## config.mk

```make
export PLATFORM = sky130hd
export DESIGN_NAME = pwm_duty_soft_ramp_core
export DESIGN_NICKNAME = d
export VERILOG_FILES = /design/src/sv/pdsr_pkg.sv /design/src/sv/pdsr_step.sv /design/src/sv/pdsr_scale.sv /design/src/sv/pwm_duty_soft_ramp_core.sv
export VERILOG_INCLUDE_DIRS = /design/src /design/src/sv
export SDC_FILE = /design/constraint.sdc
export NUM_CORES = 1
export LEC_CHECK = 0
export BUFFER_PORTS_ARGS = -buffer_cell sky130_fd_sc_hd__buf_4
export CORE_ASPECT_RATIO = 1.2
export CORE_UTILIZATION = 59
export DETAILED_ROUTE_END_ITERATION = 6
export HOLD_SLACK_MARGIN = 0.1
export PLACE_DENSITY = 0.85
export SLEW_MARGIN = 20
export SYNTH_ARGS = -nofsm -noshare
export SYNTH_HDL_FRONTEND = slang
export SYNTH_SLANG_ARGS = --single-unit
```

## constraint.sdc

```tcl
create_clock -name clk -period 6.42 [get_ports clk]
set_input_delay 0.642 -clock clk [delete_from_list [all_inputs] [get_ports clk]]
set_output_delay 0.642 -clock clk [all_outputs]
set_load 0.005 [all_outputs]
```

## src/sv/pwm_duty_soft_ramp_core_assert.svh

```systemverilog
// Assertion macros shared by the duty ramp RTL.
// Expects clk and arst_n in the scope of each use.
`ifndef PWM_DUTY_SOFT_RAMP_CORE_ASSERT_SVH
`define PWM_DUTY_SOFT_RAMP_CORE_ASSERT_SVH

// same-cycle implication
`define PDSR_ASSERT_HOLD(label, ante, cons, msg) \
	label: assert property (@(posedge clk) disable iff (!arst_n) (ante) |-> (cons)) \
		else $error(msg);

// next-cycle implication
`define PDSR_ASSERT_NEXT(label, ante, cons, msg) \
	label: assert property (@(posedge clk) disable iff (!arst_n) (ante) |=> (cons)) \
		else $error(msg);

`endif

```

## src/sv/pdsr_pkg.sv

```systemverilog
`timescale 1ns / 1ps
// Types, constants and helpers for the PWM duty soft-ramp core.
// No dependencies; used by every module of the block.
package pdsr_pkg;

	localparam int DUTY_W   = 8;
	localparam int PERIOD_W = 16;
	localparam int STATUS_W = 3;
	localparam int QUOT_W   = 9;
	localparam int REM_W    = 8;

	localparam logic [STATUS_W-1:0] ST_WORK    = 3'd3;
	localparam logic [STATUS_W-1:0] ST_PROTECT = 3'd4;

	localparam logic [1:0] CFG_PERIOD = 2'd0;
	localparam logic [1:0] CFG_MIN    = 2'd1;
	localparam logic [1:0] CFG_MAX    = 2'd2;

	localparam logic [PERIOD_W-1:0] FULL_SCALE = 16'd200;
	localparam logic [13:0]         DIV25_MUL  = 14'd10486;
	localparam int                  DIV25_SHIFT = 18;

	localparam logic [PERIOD_W-1:0] PERIOD_RST = 16'd319;
	localparam logic [DUTY_W-1:0]   MIN_RST    = 8'd20;
	localparam logic [DUTY_W-1:0]   MAX_RST    = 8'd96;
	localparam logic [QUOT_W-1:0]   QUOT_RST   = 9'(319 / 200);
	localparam logic [REM_W-1:0]    REM_RST    = 8'(319 % 200);

	typedef enum logic [1:0] {
		CMP_KEEP,
		CMP_ZERO,
		CMP_PERIOD,
		CMP_SCALE
	} cmp_sel_t;

	typedef struct packed {
		logic [DUTY_W-1:0] duty;
		cmp_sel_t          sel;
	} item_t;

	// exact floor(x / 25) for any 13-bit x
	function automatic logic [QUOT_W-1:0] div25(input logic [12:0] x);
		logic [26:0] p;
		p = 27'(x) * 27'(DIV25_MUL);
		return QUOT_W'(p >> DIV25_SHIFT);
	endfunction

endpackage

```

## src/sv/pdsr_step.sv

```systemverilog
`timescale 1ns / 1ps
// Duty step logic: pending tick flags, duty state and compare selection.
// Depends on pdsr_pkg and pwm_duty_soft_ramp_core_assert.svh.
`include "pwm_duty_soft_ramp_core_assert.svh"

module pdsr_step (
	input  logic                            clk,
	input  logic                            arst_n,
	input  logic                            accept,
	input  logic                            load,
	input  logic                            tick_1ms,
	input  logic                            tick_10ms,
	input  logic [pdsr_pkg::STATUS_W-1:0]   status,
	input  logic [pdsr_pkg::DUTY_W-1:0]     target_duty,
	input  logic [pdsr_pkg::DUTY_W-1:0]     min_duty,
	input  logic [pdsr_pkg::DUTY_W-1:0]     max_duty,
	output logic                            valid_s1,
	output pdsr_pkg::item_t                 item_s1
);

	logic [pdsr_pkg::DUTY_W-1:0] duty_q;
	logic                        pend_fast_q;
	logic                        pend_slow_q;

	logic                        pf_c;
	logic                        ps_c;
	logic                        pf_n;
	logic                        ps_n;
	logic [pdsr_pkg::DUTY_W-1:0] duty_n;
	pdsr_pkg::cmp_sel_t          sel_n;

	always_comb begin
		pf_c   = pend_fast_q | tick_1ms;
		ps_c   = pend_slow_q | tick_10ms;
		pf_n   = pf_c;
		ps_n   = ps_c;
		duty_n = duty_q;
		sel_n  = pdsr_pkg::CMP_KEEP;
		if (status == pdsr_pkg::ST_WORK) begin
			if (ps_c) begin
				ps_n = 1'b0;
				if (target_duty >= max_duty) begin
					duty_n = max_duty;
					sel_n  = pdsr_pkg::CMP_PERIOD;
				end else if (duty_q < target_duty) begin
					duty_n = duty_q + 8'd1;
					sel_n  = pdsr_pkg::CMP_SCALE;
				end else if (duty_q > target_duty) begin
					duty_n = duty_q - 8'd1;
					sel_n  = pdsr_pkg::CMP_SCALE;
				end
			end
		end else if (status <= pdsr_pkg::ST_PROTECT) begin
			if (duty_q <= min_duty) begin
				duty_n = '0;
				sel_n  = pdsr_pkg::CMP_ZERO;
			end else if (pf_c) begin
				pf_n   = 1'b0;
				duty_n = duty_q - 8'd1;
				sel_n  = pdsr_pkg::CMP_SCALE;
			end
		end
	end

	always_ff @(posedge clk or negedge arst_n) begin
		if (!arst_n) begin
			duty_q      <= '0;
			pend_fast_q <= 1'b0;
			pend_slow_q <= 1'b0;
			valid_s1    <= 1'b0;
		end else begin
			if (accept) begin
				duty_q      <= duty_n;
				pend_fast_q <= pf_n;
				pend_slow_q <= ps_n;
			end
			if (load) begin
				valid_s1 <= accept;
			end
		end
	end

	always_ff @(posedge clk) begin
		if (accept) begin
			item_s1.duty <= duty_n;
			item_s1.sel  <= sel_n;
		end
	end

	`PDSR_ASSERT_NEXT(a_undef_status_holds, accept && status > pdsr_pkg::ST_PROTECT,
		$stable(duty_q), "duty moved under an undefined status")
	`PDSR_ASSERT_NEXT(a_work_consumes_slow, accept && status == pdsr_pkg::ST_WORK,
		!pend_slow_q, "ramp flag left pending after a work item")

endmodule

```

## src/sv/pdsr_scale.sv

```systemverilog
`timescale 1ns / 1ps
// Compare scaling duty*period/200 in two stages, plus the result register.
// Depends on pdsr_pkg and pwm_duty_soft_ramp_core_assert.svh.
`include "pwm_duty_soft_ramp_core_assert.svh"

module pdsr_scale (
	input  logic                            clk,
	input  logic                            arst_n,
	input  logic                            valid_s1,
	input  pdsr_pkg::item_t                 item_s1,
	input  logic [pdsr_pkg::PERIOD_W-1:0]   period,
	input  logic [pdsr_pkg::QUOT_W-1:0]     period_quot,
	input  logic [pdsr_pkg::REM_W-1:0]      period_rem,
	input  logic                            out_ready,
	output logic                            take_s1,
	output logic                            out_valid,
	output logic [pdsr_pkg::PERIOD_W-1:0]   compare_value,
	output logic [pdsr_pkg::DUTY_W-1:0]     duty_now
);

	logic                          valid_s2;
	logic [pdsr_pkg::DUTY_W-1:0]   duty_s2;
	pdsr_pkg::cmp_sel_t            sel_s2;
	logic [16:0]                   hi_s2;
	logic [15:0]                   lo_s2;

	logic                          out_valid_q;
	logic [pdsr_pkg::PERIOD_W-1:0] compare_q;
	logic [pdsr_pkg::DUTY_W-1:0]   duty_out_q;

	logic                          take_s2;
	logic [pdsr_pkg::QUOT_W-1:0]   lo_quot;
	logic [17:0]                   sum;
	logic [pdsr_pkg::PERIOD_W-1:0] scaled;

	assign take_s2 = !out_valid_q || out_ready;
	assign take_s1 = !valid_s2 || take_s2;

	// duty*period/200 = duty*quot + floor(duty*rem/200)
	always_comb begin
		lo_quot = pdsr_pkg::div25(lo_s2[15:3]);
		sum     = 18'(hi_s2) + 18'(lo_quot);
		scaled  = (sum > 18'h0FFFF) ? '1 : sum[15:0];
	end

	always_ff @(posedge clk or negedge arst_n) begin
		if (!arst_n) begin
			valid_s2    <= 1'b0;
			out_valid_q <= 1'b0;
			compare_q   <= '0;
		end else begin
			if (take_s1) begin
				valid_s2 <= valid_s1;
			end
			if (take_s2) begin
				out_valid_q <= valid_s2;
				if (valid_s2) begin
					unique case (sel_s2)
						pdsr_pkg::CMP_KEEP:   compare_q <= compare_q;
						pdsr_pkg::CMP_ZERO:   compare_q <= '0;
						pdsr_pkg::CMP_PERIOD: compare_q <= period;
						pdsr_pkg::CMP_SCALE:  compare_q <= scaled;
						default:              compare_q <= compare_q;
					endcase
				end
			end
		end
	end

	always_ff @(posedge clk) begin
		if (take_s1 && valid_s1) begin
			duty_s2 <= item_s1.duty;
			sel_s2  <= item_s1.sel;
			hi_s2   <= 17'(item_s1.duty) * 17'(period_quot);
			lo_s2   <= 16'(item_s1.duty) * 16'(period_rem);
		end
		if (take_s2 && valid_s2) begin
			duty_out_q <= duty_s2;
		end
	end

	assign out_valid     = out_valid_q;
	assign compare_value = compare_q;
	assign duty_now      = duty_out_q;

	`PDSR_ASSERT_NEXT(a_zero_duty_zero_compare,
		take_s2 && valid_s2 && sel_s2 == pdsr_pkg::CMP_SCALE && duty_s2 == 8'd0,
		compare_q == 16'd0, "nonzero compare for zero duty")

endmodule

```

## src/sv/pwm_duty_soft_ramp_core.sv

```systemverilog
`timescale 1ns / 1ps
// Top level of the PWM duty soft-ramp core: stream ports, registers, stage control.
// Depends on pdsr_pkg, pdsr_step, pdsr_scale and pwm_duty_soft_ramp_core_assert.svh.
`include "pwm_duty_soft_ramp_core_assert.svh"

// Takes one item per clock cycle unless the output stalls with the stages full, and
// returns exactly one result per item, in order, through the item register, the
// stage-2 register and the output register. The duty state is updated in the cycle the item is taken,
// so items may follow back to back; the compare value is then scaled in two
// registered stages, a multiply by the period split into quotient and remainder of
// 200, then a reciprocal divide by 200. The period split is computed when the period
// register is written. Results wait in an output register, and input is still taken
// while it holds one, as long as the stages before it have room.
module pwm_duty_soft_ramp_core (
	input  logic        clk,
	input  logic        arst_n,
	input  logic        s_tvalid,
	output logic        s_tready,
	input  logic [15:0] s_tdata,    // tick_1ms, tick_10ms, status[2:0], target_duty[7:0]
	output logic        m_tvalid,
	input  logic        m_tready,
	output logic [23:0] m_tdata,    // compare_value[15:0], duty_now[7:0]
	input  logic        cfg_valid,
	output logic        cfg_ready,
	input  logic [1:0]  cfg_index,
	input  logic [15:0] cfg_data
);

	logic [pdsr_pkg::PERIOD_W-1:0] period_q;
	logic [pdsr_pkg::DUTY_W-1:0]   min_duty_q;
	logic [pdsr_pkg::DUTY_W-1:0]   max_duty_q;
	logic [pdsr_pkg::QUOT_W-1:0]   quot_q;
	logic [pdsr_pkg::REM_W-1:0]    rem_q;

	logic [pdsr_pkg::QUOT_W-1:0]   cfg_quot;
	logic [pdsr_pkg::PERIOD_W-1:0] cfg_rem;

	logic                          accept;
	logic                          take_s1;
	logic                          valid_s1;
	pdsr_pkg::item_t               item_s1;
	logic [pdsr_pkg::PERIOD_W-1:0] compare_value;
	logic [pdsr_pkg::DUTY_W-1:0]   duty_now;

	assign cfg_ready = 1'b1;

	always_comb begin
		cfg_quot = pdsr_pkg::div25(cfg_data[15:3]);
		cfg_rem  = cfg_data - 16'(cfg_quot) * pdsr_pkg::FULL_SCALE;
	end

	always_ff @(posedge clk or negedge arst_n) begin
		if (!arst_n) begin
			period_q   <= pdsr_pkg::PERIOD_RST;
			min_duty_q <= pdsr_pkg::MIN_RST;
			max_duty_q <= pdsr_pkg::MAX_RST;
			quot_q     <= pdsr_pkg::QUOT_RST;
			rem_q      <= pdsr_pkg::REM_RST;
		end else if (cfg_valid) begin
			unique case (cfg_index)
				pdsr_pkg::CFG_PERIOD: begin
					period_q <= cfg_data;
					quot_q   <= cfg_quot;
					rem_q    <= cfg_rem[7:0];
				end
				pdsr_pkg::CFG_MIN: min_duty_q <= cfg_data[7:0];
				pdsr_pkg::CFG_MAX: max_duty_q <= cfg_data[7:0];
				default: ;
			endcase
		end
	end

	assign s_tready = !valid_s1 || take_s1;
	assign accept   = s_tvalid && s_tready;

	pdsr_step u_step (
		.clk         (clk),
		.arst_n      (arst_n),
		.accept      (accept),
		.load        (s_tready),
		.tick_1ms    (s_tdata[0]),
		.tick_10ms   (s_tdata[1]),
		.status      (s_tdata[4:2]),
		.target_duty (s_tdata[12:5]),
		.min_duty    (min_duty_q),
		.max_duty    (max_duty_q),
		.valid_s1    (valid_s1),
		.item_s1     (item_s1)
	);

	pdsr_scale u_scale (
		.clk           (clk),
		.arst_n        (arst_n),
		.valid_s1      (valid_s1),
		.item_s1       (item_s1),
		.period        (period_q),
		.period_quot   (quot_q),
		.period_rem    (rem_q),
		.out_ready     (m_tready),
		.take_s1       (take_s1),
		.out_valid     (m_tvalid),
		.compare_value (compare_value),
		.duty_now      (duty_now)
	);

	assign m_tdata = {duty_now, compare_value};

	`PDSR_ASSERT_HOLD(a_ready_when_out_empty, !m_tvalid, s_tready,
		"input stalled while the result register is empty")

endmodule
```

==> results of run 1 <==
[critical path: cells and delay by family, from the launching register on]
kind	cells	cell delay, ns
compound gates	8	1.31
simple gates	7	1.17
fa+ha+maj	7	2.94
flops	1	0.49
buf+inv	5	0.65
xor+xnor	1	0.19
[routing by layer]
| layer | GRT usage, % | wire length [um] | up-vias |
|---|---|---|---|
| li1 | - | - | 6010 |
| met1 | 34.2 | 15900 | 6504 |
| met2 | 52.3 | 22300 | 523 |
| met3 | 4.23 | 2250 | 182 |
| met4 | 13.9 | 2350 | 0 |
| met5 | 0 | 0 | - |
[how the worst max path moves through the flow]
stage / slack, ns / from / end / depth (start not counted)
after global routing: -0.55 / u_scale.lo_s2[14] / u_scale.compare_value[2] / 28
after global placement: -0.1 / u_scale.lo_s2[10] / u_scale.compare_value[12] / 30
final: -0.41 / u_scale.lo_s2[14] / u_scale.compare_value[2] / 28
after detailed placement: -0.24 / u_scale.lo_s2[13] / u_scale.compare_value[12] / 27
after CTS: 0.0004 / u_scale.lo_s2[11] / u_scale.compare_value[11] / 28
after floorplan: 0.19 / u_scale.lo_s2[13] / u_scale.compare_value[10] / 28
[cells by family (layout without fill, tap and decap cells)]
group,Yosys count,in the layout,share of synthesized area (%)
AOI/OAI and AO/OA,242,242,8.93
xor gates and xnor gates,61,61,3.29
adders and majority gates,492,492,44.5
buffers and inverters,395,534,8.71
DFF,133,133,21.3
muxes,18,18,1.17
other,1,1,0.0219
and+or+nand+nor,427,427,12.1
[area by class of cell]
cell class,instances,area (um2)
clock buffer,17,425
inverter,354,1330
fill,1930,8640
timing repair buffer,148,1160
sequential,133,3640
tap,379,474
clock inverter,15,130
multi-input combinational,1241,12400
[flip-flops by register name, indices dropped and copies added (netlist names)]
register,flops
u_scale.valid_s2,1
u_step.item_s1,10
min_duty_q,8
u_scale.sel_s2,2
u_scale.hi_s2,17
period_q,16
u_scale.lo_s2,13
u_scale.out_valid,1
max_duty_q,8
u_scale.duty_now,8
u_step.valid_s1,1
u_step.pend_fast_q,1
u_scale.compare_value,16
u_step.duty_q,8
u_scale.duty_s2,8
rem_q,5
quot_q,9
u_step.pend_slow_q,1
[synth_stat cells (4+ instances only)]
master	count
nor3_1	23
and3_1	9
mux2i_1	5
a21o_1	21
and4_1	4
nand2_1	163
mux2_2	12
o21bai_1	8
and2_1	81
dfrtp_1	60
o21a_1	8
xnor2_1	40
o21ai_0	73
or3_1	4
nand4_1	13
xor2_1	18
nand2b_1	9
a21oi_1	62
or2_2	7
a31oi_1	15
o31ai_1	5
fa_1	194
nor2_1	71
nand3_1	21
dfstp_2	15
clkbuf_1	37
ha_1	298
edfxtp_1	58
a211oi_1	5
inv_1	353
nor2b_1	12
[timing repair]
| action | in CTS | in global routing |
|---|---|---|
| pin swaps | 30 | 49 |
| setup endpoints to repair | 16 | 16 |
| resized for setup | 32 | 71 |
| setup buffers | 11 | 17 |
| hold endpoints to repair | 0 | 0 |
[metrics by stage]
step                std cells  area, um2
floorplan                1769      17100
global placement         2229      18300
CTS                      2272      19100
global route             2287      19500
finish                   2287      19500
detailed placement       2229      18300
==> results_dict.tcl, run 1 <==
set metrics [dict create \
    outcome "complete, but fails checks" \
    violations "setup timing" \
    clk_pin_slew_ns 0.07 \
    cp.arrival_ns 7.18 \
    port_buffers 61 \
    required_ns 6.78 \
    cpMostUsedCell "fa_1" \
    crit_path_top_delay_cell "fa_1" \
    via_count 13200 \
    fin_hold_ws_ns 0.343 \
    synth.distinct_cells 74 \
    synth_seq_cells 133 \
    final_util_pct 69.3 \
    hold_violations 0 \
    netlist_area_mm2 0.0171 \
    tightest_slew_ns 1.11 \
    holdCritPathClass "input pin to async pin" \
    cts-root-buf "clkbuf_16" \
    reg2reg_from "u_scale.lo_s2[14]" \
    num_antenna_cells 0 \
    rsz0062_at_grt "yes" \
    tns_ns -6.04 \
    drv_cap 0 \
    grt_pass1_vias 13900 \
    grt_pass1_wl_um 67400 \
    fin_nets 2426 \
    vias_per_cell 5.78 \
    max_slew_margin_pct 26.1 \
    routed_wl_um 42700 \
    start_kind "flop" \
    reg2regPathDepth 28 \
    worstPathMaxFanout 7 \
    yosys-top-cells-area "fa_1 (23%), ha_1 (22%), edfxtp_1 (10%)" \
    skew_ns 0.0122 \
    area.growth.synth_to_final_pct 14.2 \
    layout_commonest_cell "inv_1" \
    coreArea_mm2 0.0282 \
    grt_overflow_total 0 \
    drc 0 \
    worst-r2r-setup-slack_ns -0.41 \
    cts_max_level 4 \
    antenna_found_initial 0 \
    final_cell_mix "inv_1 (345), ha_1 (283), fa_1 (187)" \
    max_freq_ghz 0.146 \
    finalSetupViolCount 16 \
    r2r_end "u_scale.compare_value[2]" \
    insertion_delay_ns 0.44 \
    setup_slack_ns -0.408 \
    dieHeight_um 188 \
    yosysSeqAreaShare_pct 21.3 \
    synth_area_leader_cell "fa_1" \
    drive_gt1_share_pct 15.6 \
    async_reset_ff_share_pct 56.4 \
    period_needed_ns 6.83 \
    wl_per_cell_um 18.7 \
    cts_tree "done" \
    period_share_pct 106 \
    dp_hpwl_um 31100 \
    io_pins 66 \
    syn_inst 1769 \
    final_max_slew_viol_count 0 \
    cts.sinks 133 \
    cts_buffers 17 \
    yosys_warnings 0 \
    die_w_um 157 \
    place.gp.congestion 0.921 \
    ys.flop_type "dfrtp_1" \
    grt_max_degree 76 \
    cpPeakStageDelay_ns 0.60 \
    grt_usage_pct 29.3 \
    dieArea_mm2 0.0297 \
    synth_edf_count 58 \
    path_class "flop to flop" \
    dp_slack_ns -0.239 \
    start_util_pct 60.7 \
    postCtsHoldBufs 0 \
    syn_avg_cell_area_um2 9.66 \
    first_pass_iters 5 \
    drt_iter0_drc 974 \
    syn-num-nets 2300 \
    ant_nets 0 \
    yosysTopAreaCellShare_pct 22.7 \
    clockBufferDepth 2 \
    endpoint_kind "flop" \
    rows 67 \
]
Power of run 1 is not shown: default switching activity piles up to over one toggle a cycle in this logic, so the estimate is an artifact.
==> run 2: changes to the inputs <==
--- a/config.mk
+++ b/config.mk
@@ -6,12 +6,13 @@
 export SDC_FILE = /design/constraint.sdc
 export NUM_CORES = 1
 export LEC_CHECK = 0
-export BUFFER_PORTS_ARGS = -buffer_cell sky130_fd_sc_hd__buf_4
 export CORE_ASPECT_RATIO = 1.2
-export CORE_UTILIZATION = 59
+export CORE_MARGIN = 2
+export CORE_UTILIZATION = 60
 export DETAILED_ROUTE_END_ITERATION = 6
+export DONT_BUFFER_PORTS = 1
 export HOLD_SLACK_MARGIN = 0.1
-export PLACE_DENSITY = 0.85
+export PLACE_DENSITY = 0.84
 export SLEW_MARGIN = 20
 export SYNTH_ARGS = -nofsm -noshare
 export SYNTH_HDL_FRONTEND = slang
==> run 2 against run 1 <==
Net effect:
- the run still ends with setup timing left
- design area decreased by 2.2%
- fmax decreased by 10%
- sequential share of layout area increased by 0.42 points
- global-route usage about the same
- via count decreased by 1.3%
- setup slack got worse by 0.77 ns
- largest cell class unchanged
==> results_dict.tcl, run 2 (synthesis gave the netlist of run 1 again) <==
set metrics [dict create \
    dp_hpwl_um 30800 \
    grt_pass1_wl_um 68600 \
    first_pass_iters 5 \
    place.gp.congestion 0.921 \
    cts.sinks 133 \
    clockBufferDepth 2 \
    hold_violations 0 \
    grt_overflow_total 0 \
    vias_per_cell 5.88 \
    drv_cap 0 \
    io_pins 66 \
    die_w_um 158 \
    dp.cells 2153 \
    wl_per_cell_um 20.6 \
    final-seq-area_mm2 0.00364 \
    start_util_pct 61.0 \
    antenna_found_initial 0 \
    grt_max_degree 76 \
    postPlaceCellArea_mm2 0.0178 \
    max_slew_margin_pct 21.4 \
    required_ns 6.77 \
    crit_path_top_delay_cell "fa_2" \
    path_class "flop to flop" \
    drive_gt1_share_pct 12.0 \
    rows 67 \
    fin_nets 2357 \
    drc 0 \
    clk_pin_slew_ns 0.06 \
    cts_buffers 17 \
    tightest_slew_ns 1.18 \
    final_cell_mix "inv_1 (346), ha_1 (281), fa_1 (189)" \
    violations "setup timing" \
    grt_usage_pct 29.3 \
    outcome "complete, but fails checks" \
    largest_register_ffs 17 \
    num_antenna_cells 0 \
    skew_ns 0.0275 \
    area.growth.synth_to_final_pct 11.7 \
    regMostFlops "u_scale.hi_s2" \
    cts-root-buf "clkbuf_16" \
    cp.arrival_ns 7.95 \
    worstPathMaxFanout 6 \
    start_kind "flop" \
    n_fill_cell 1943 \
    via_count 13000 \
    postLayoutCellArea_mm2 0.0191 \
    grt_pass1_vias 14200 \
    insertion_delay_ns 0.44 \
    final_max_slew_viol_count 0 \
    dieHeight_um 189 \
    cpPeakStageDelay_ns 0.70 \
    layout_commonest_cell "inv_1" \
    cts_max_level 4 \
    drt_iter0_drc 1002 \
    fin_hold_ws_ns 0.298 \
    routed_wl_um 45700 \
    coreArea_mm2 0.0280 \
    rsz0062_at_grt "yes" \
    period_share_pct 118 \
    cts_tree "done" \
    port_buffers 0 \
    multiInputGateArea_mm2 0.0124 \
    endpoint_kind "flop" \
    layoutNonFillerInstCount 2218 \
    holdCritPathClass "input pin to flop" \
    setup_slack_ns -1.18 \
    max_freq_ghz 0.132 \
    period_needed_ns 7.60 \
    dieArea_mm2 0.0299 \
    ant_nets 0 \
    finalSetupViolCount 16 \
]
[run 2: routing by layer]
metal  vias up  GRT usage (%)  wire, um
li1       5867              -         -
met1      6392           33.8     16300
met2       586           51.2     22900
met3       204           6.41      3670
met4         0           14.6      2860
met5         -              0         0
[run 2: layout make-up]
class	count	share of cell area, %
multi-input combinational	1241	64.9
sequential	133	19.1
inverter	354	6.96
timing repair buffer	79	3.62
tap	379	2.48
clock buffer	20	2.29
clock inverter	12	0.682
[run 2: worst paths after layout]
| check | start | end | slack (ns) | depth (start not counted) |
|---|---|---|---|---|
| max | u_scale.lo_s2[12] | u_scale.compare_value[2] | -1.18 | 29 |
| min | cfg_data[2] | period_q[2] | 0.30 | 2 |
| max reg2reg | u_scale.lo_s2[12] | u_scale.compare_value[2] | -1.18 | 29 |
| min reg2reg | u_step.item_s1[1] | u_scale.sel_s2[1] | 0.43 | 0 |
| max in group asynchronous | arst_n | period_q[8] | 5.31 | 2 |
| min in group asynchronous | arst_n | u_step.pend_slow_q | 0.72 | 2 |
[run 2: worst max-delay path: cells and delay by family (launching register included)]
family,cells,cell delay [ns]
adder cells (fa/ha/maj),7,3.18
flip-flops,1,0.51
buffers and inverters,7,0.92
AND/OR/NAND/NOR,6,1.20
XOR/XNOR,1,0.27
AO/OA/AOI/OAI,8,1.40
[run 2: metrics by stage]
step | setup WS, ns | setup TNS [ns] | util, %
finish | -1.18 | -18.08 | 68.2
global route | -1.29 | -20.07 | 68.2
CTS | -0.0173 | -0.0173 | 66.7
detailed placement | -0.325 | -3.57 | 63.5
global placement | -0.0561 | -0.286 | 63.5
floorplan | 0.188 | 0 | -
[run 2: what timing repair did]
item,in CTS,in global routing
setup buffers,18,15
pin swaps,18,48
hold buffers,2,0
endpoints found under the setup margin,16,16
gates cloned,0,1
resized for setup,29,66
endpoints found under the hold margin,75,0
Power of run 2 is left out for the same reason.
==> run 3: changes to the inputs <==
--- a/config.mk
+++ b/config.mk
@@ -13,6 +13,7 @@
 export DONT_BUFFER_PORTS = 1
 export HOLD_SLACK_MARGIN = 0.1
 export PLACE_DENSITY = 0.84
+export RECOVER_POWER = 25
 export SLEW_MARGIN = 20
 export SYNTH_ARGS = -nofsm -noshare
 export SYNTH_HDL_FRONTEND = slang
==> run 3 against run 2 <==
Net effect:
- the run ends with capacitance limit, slew limit, setup timing left
- clock skew down 0.0085 ns
- non-clock buffer count unchanged
- global-route usage unchanged
- die area unchanged
- routed wire length up 0.16%
- critical path type unchanged
==> results_dict.tcl, run 3 (synthesis gave the netlist of run 1 again) <==
set metrics [dict create \
    outcome "complete, but fails checks" \
    violations "capacitance limit, slew limit, setup timing" \
    start_util_pct 61.0 \
    grt_max_degree 76 \
    endpoint_kind "flop" \
    drv_cap 1 \
    regMostFlops "u_scale.hi_s2" \
    reg2reg_from "u_scale.lo_s2[12]" \
    cpPeakStageDelay_ns 0.70 \
    first_pass_iters 5 \
    tightest_slew_ns 4.27 \
    fin_nets 2357 \
    ant_nets 0 \
    worstHoldStart "cfg_data[2]" \
    dp_hpwl_um 30800 \
    final-seq-area_mm2 0.00364 \
    cts.sinks 133 \
    final_util_pct 68.1 \
    drt_iter0_drc 966 \
    dieHeight_um 189 \
    cts_max_level 4 \
    grt_pass1_vias 14200 \
    rows 67 \
    dieArea_mm2 0.0299 \
    vias_per_cell 5.89 \
    antenna_found_initial 0 \
    final_max_slew_viol_count 76 \
    cp.arrival_ns 7.95 \
    worst-r2r-setup-slack_ns -1.18 \
    cts_buffers 17 \
    via_count 13100 \
    coreArea_mm2 0.0280 \
    clockBufferDepth 2 \
    port_buffers 0 \
    largest_register_ffs 17 \
    hold_violations 0 \
    max_freq_ghz 0.132 \
    cts_tree "done" \
    wl_per_cell_um 20.6 \
    setup_slack_ns -1.18 \
    multiInputGateArea_mm2 0.0124 \
    finalSetupViolCount 16 \
    place.gp.congestion 0.921 \
    max_slew_margin_pct -185 \
    r2r_end "u_scale.compare_value[2]" \
    period_needed_ns 7.60 \
    holdCritPathClass "input pin to flop" \
    period_share_pct 118 \
    die_w_um 158 \
    drive_gt1_share_pct 11.9 \
    clk_pin_slew_ns 0.06 \
    reg2regPathDepth 29 \
    hold_path_depth 2 \
    required_ns 6.77 \
    grt_overflow_total 0 \
    rsz0062_at_grt "yes" \
    insertion_delay_ns 0.44 \
    num_antenna_cells 0 \
    path_class "flop to flop" \
    grt_pass1_wl_um 68600 \
    routed_wl_um 45800 \
    cts-root-buf "clkbuf_16" \
    layout_commonest_cell "inv_1" \
    area.growth.synth_to_final_pct 11.6 \
    worstPathMaxFanout 6 \
    skew_ns 0.0190 \
    io_pins 66 \
    crit_path_top_delay_cell "fa_2" \
    drc 0 \
    grt_usage_pct 29.3 \
    final_cell_mix "inv_1 (346), ha_1 (281), fa_1 (189)" \
    start_kind "flop" \
    n_fill_cell 1947 \
    hold-path-endpoint "period_q[2]" \
]
==> run 3: per-stage QoR <==
| stage | cell area, um2 | setup TNS [ns] | hold slack [ns] | std cells | worst slack, ns |
|---|---|---|---|---|---|
| after global routing | 19100 | -20.07 | 0.319 | 2218 | -1.29 |
| after detailed placement | 17800 | -3.57 | 0.348 | 2153 | -0.325 |
| after floorplan | 17100 | 0 | 0.346 | 1769 | 0.188 |
| final | 19100 | -18.07 | 0.301 | 2218 | -1.18 |
| after CTS | 18700 | -0.0173 | 0.292 | 2205 | -0.0173 |
| after global placement | 17800 | -0.286 | 0.349 | 2153 | -0.0561 |
==> run 3: worst max-delay path by stage <==
stage,startpoint,endpoint,slack [ns],cells past startpoint
6_report,u_scale.lo_s2[12],u_scale.compare_value[2],-1.18,29
5_1_grt,u_scale.lo_s2[12],u_scale.compare_value[2],-1.29,29
4_1_cts,u_scale.lo_s2[13],u_scale.compare_value[12],-0.02,30
3_5_place_dp,u_scale.lo_s2[11],u_scale.compare_value[12],-0.32,29
3_3_place_gp,u_scale.lo_s2[11],u_scale.compare_value[12],-0.06,27
2_1_floorplan,u_scale.lo_s2[13],u_scale.compare_value[10],0.19,28
==> run 3: final cells by class <==
type	count	share of cell area, %
Multi-Input combinational cell	1241	65.0
Sequential cell	133	19.1
Timing Repair Buffer	79	3.50
Tap cell	379	2.49
Inverter	354	6.97
Clock inverter	12	0.682
Clock buffer	20	2.29
==> run 3: repair_timing <==
item	4_1_cts	5_1_grt
resized for setup	29	66
setup buffers	18	15
hold endpoints to repair	75	0
setup endpoints to repair	16	16
cloned	0	1
hold buffers	2	0
pin swaps	18	48
==> run 3: critical path, delay by kind of cell (launching register included) <==
| family | cells | cell delay, ns |
|---|---|---|
| DFF | 1 | 0.51 |
| and+or+nand+nor | 6 | 1.20 |
| xor gates and xnor gates | 1 | 0.27 |
| buffers and inverters | 7 | 0.92 |
| adders and majority gates | 7 | 3.17 |
| AOI/OAI and AO/OA | 8 | 1.41 |
==> run 3: per-layer routing <==
| layer | vias to the layer above | global-route usage (%) | wire length [um] |
|---|---|---|---|
| met5 | - | 0 | 0 |
| met4 | 0 | 14.6 | 2980 |
| met3 | 217 | 6.41 | 3650 |
| met2 | 575 | 51.2 | 22800 |
| met1 | 6422 | 33.8 | 16300 |
| li1 | 5861 | - | - |
Power of run 3 is left out for the same reason.
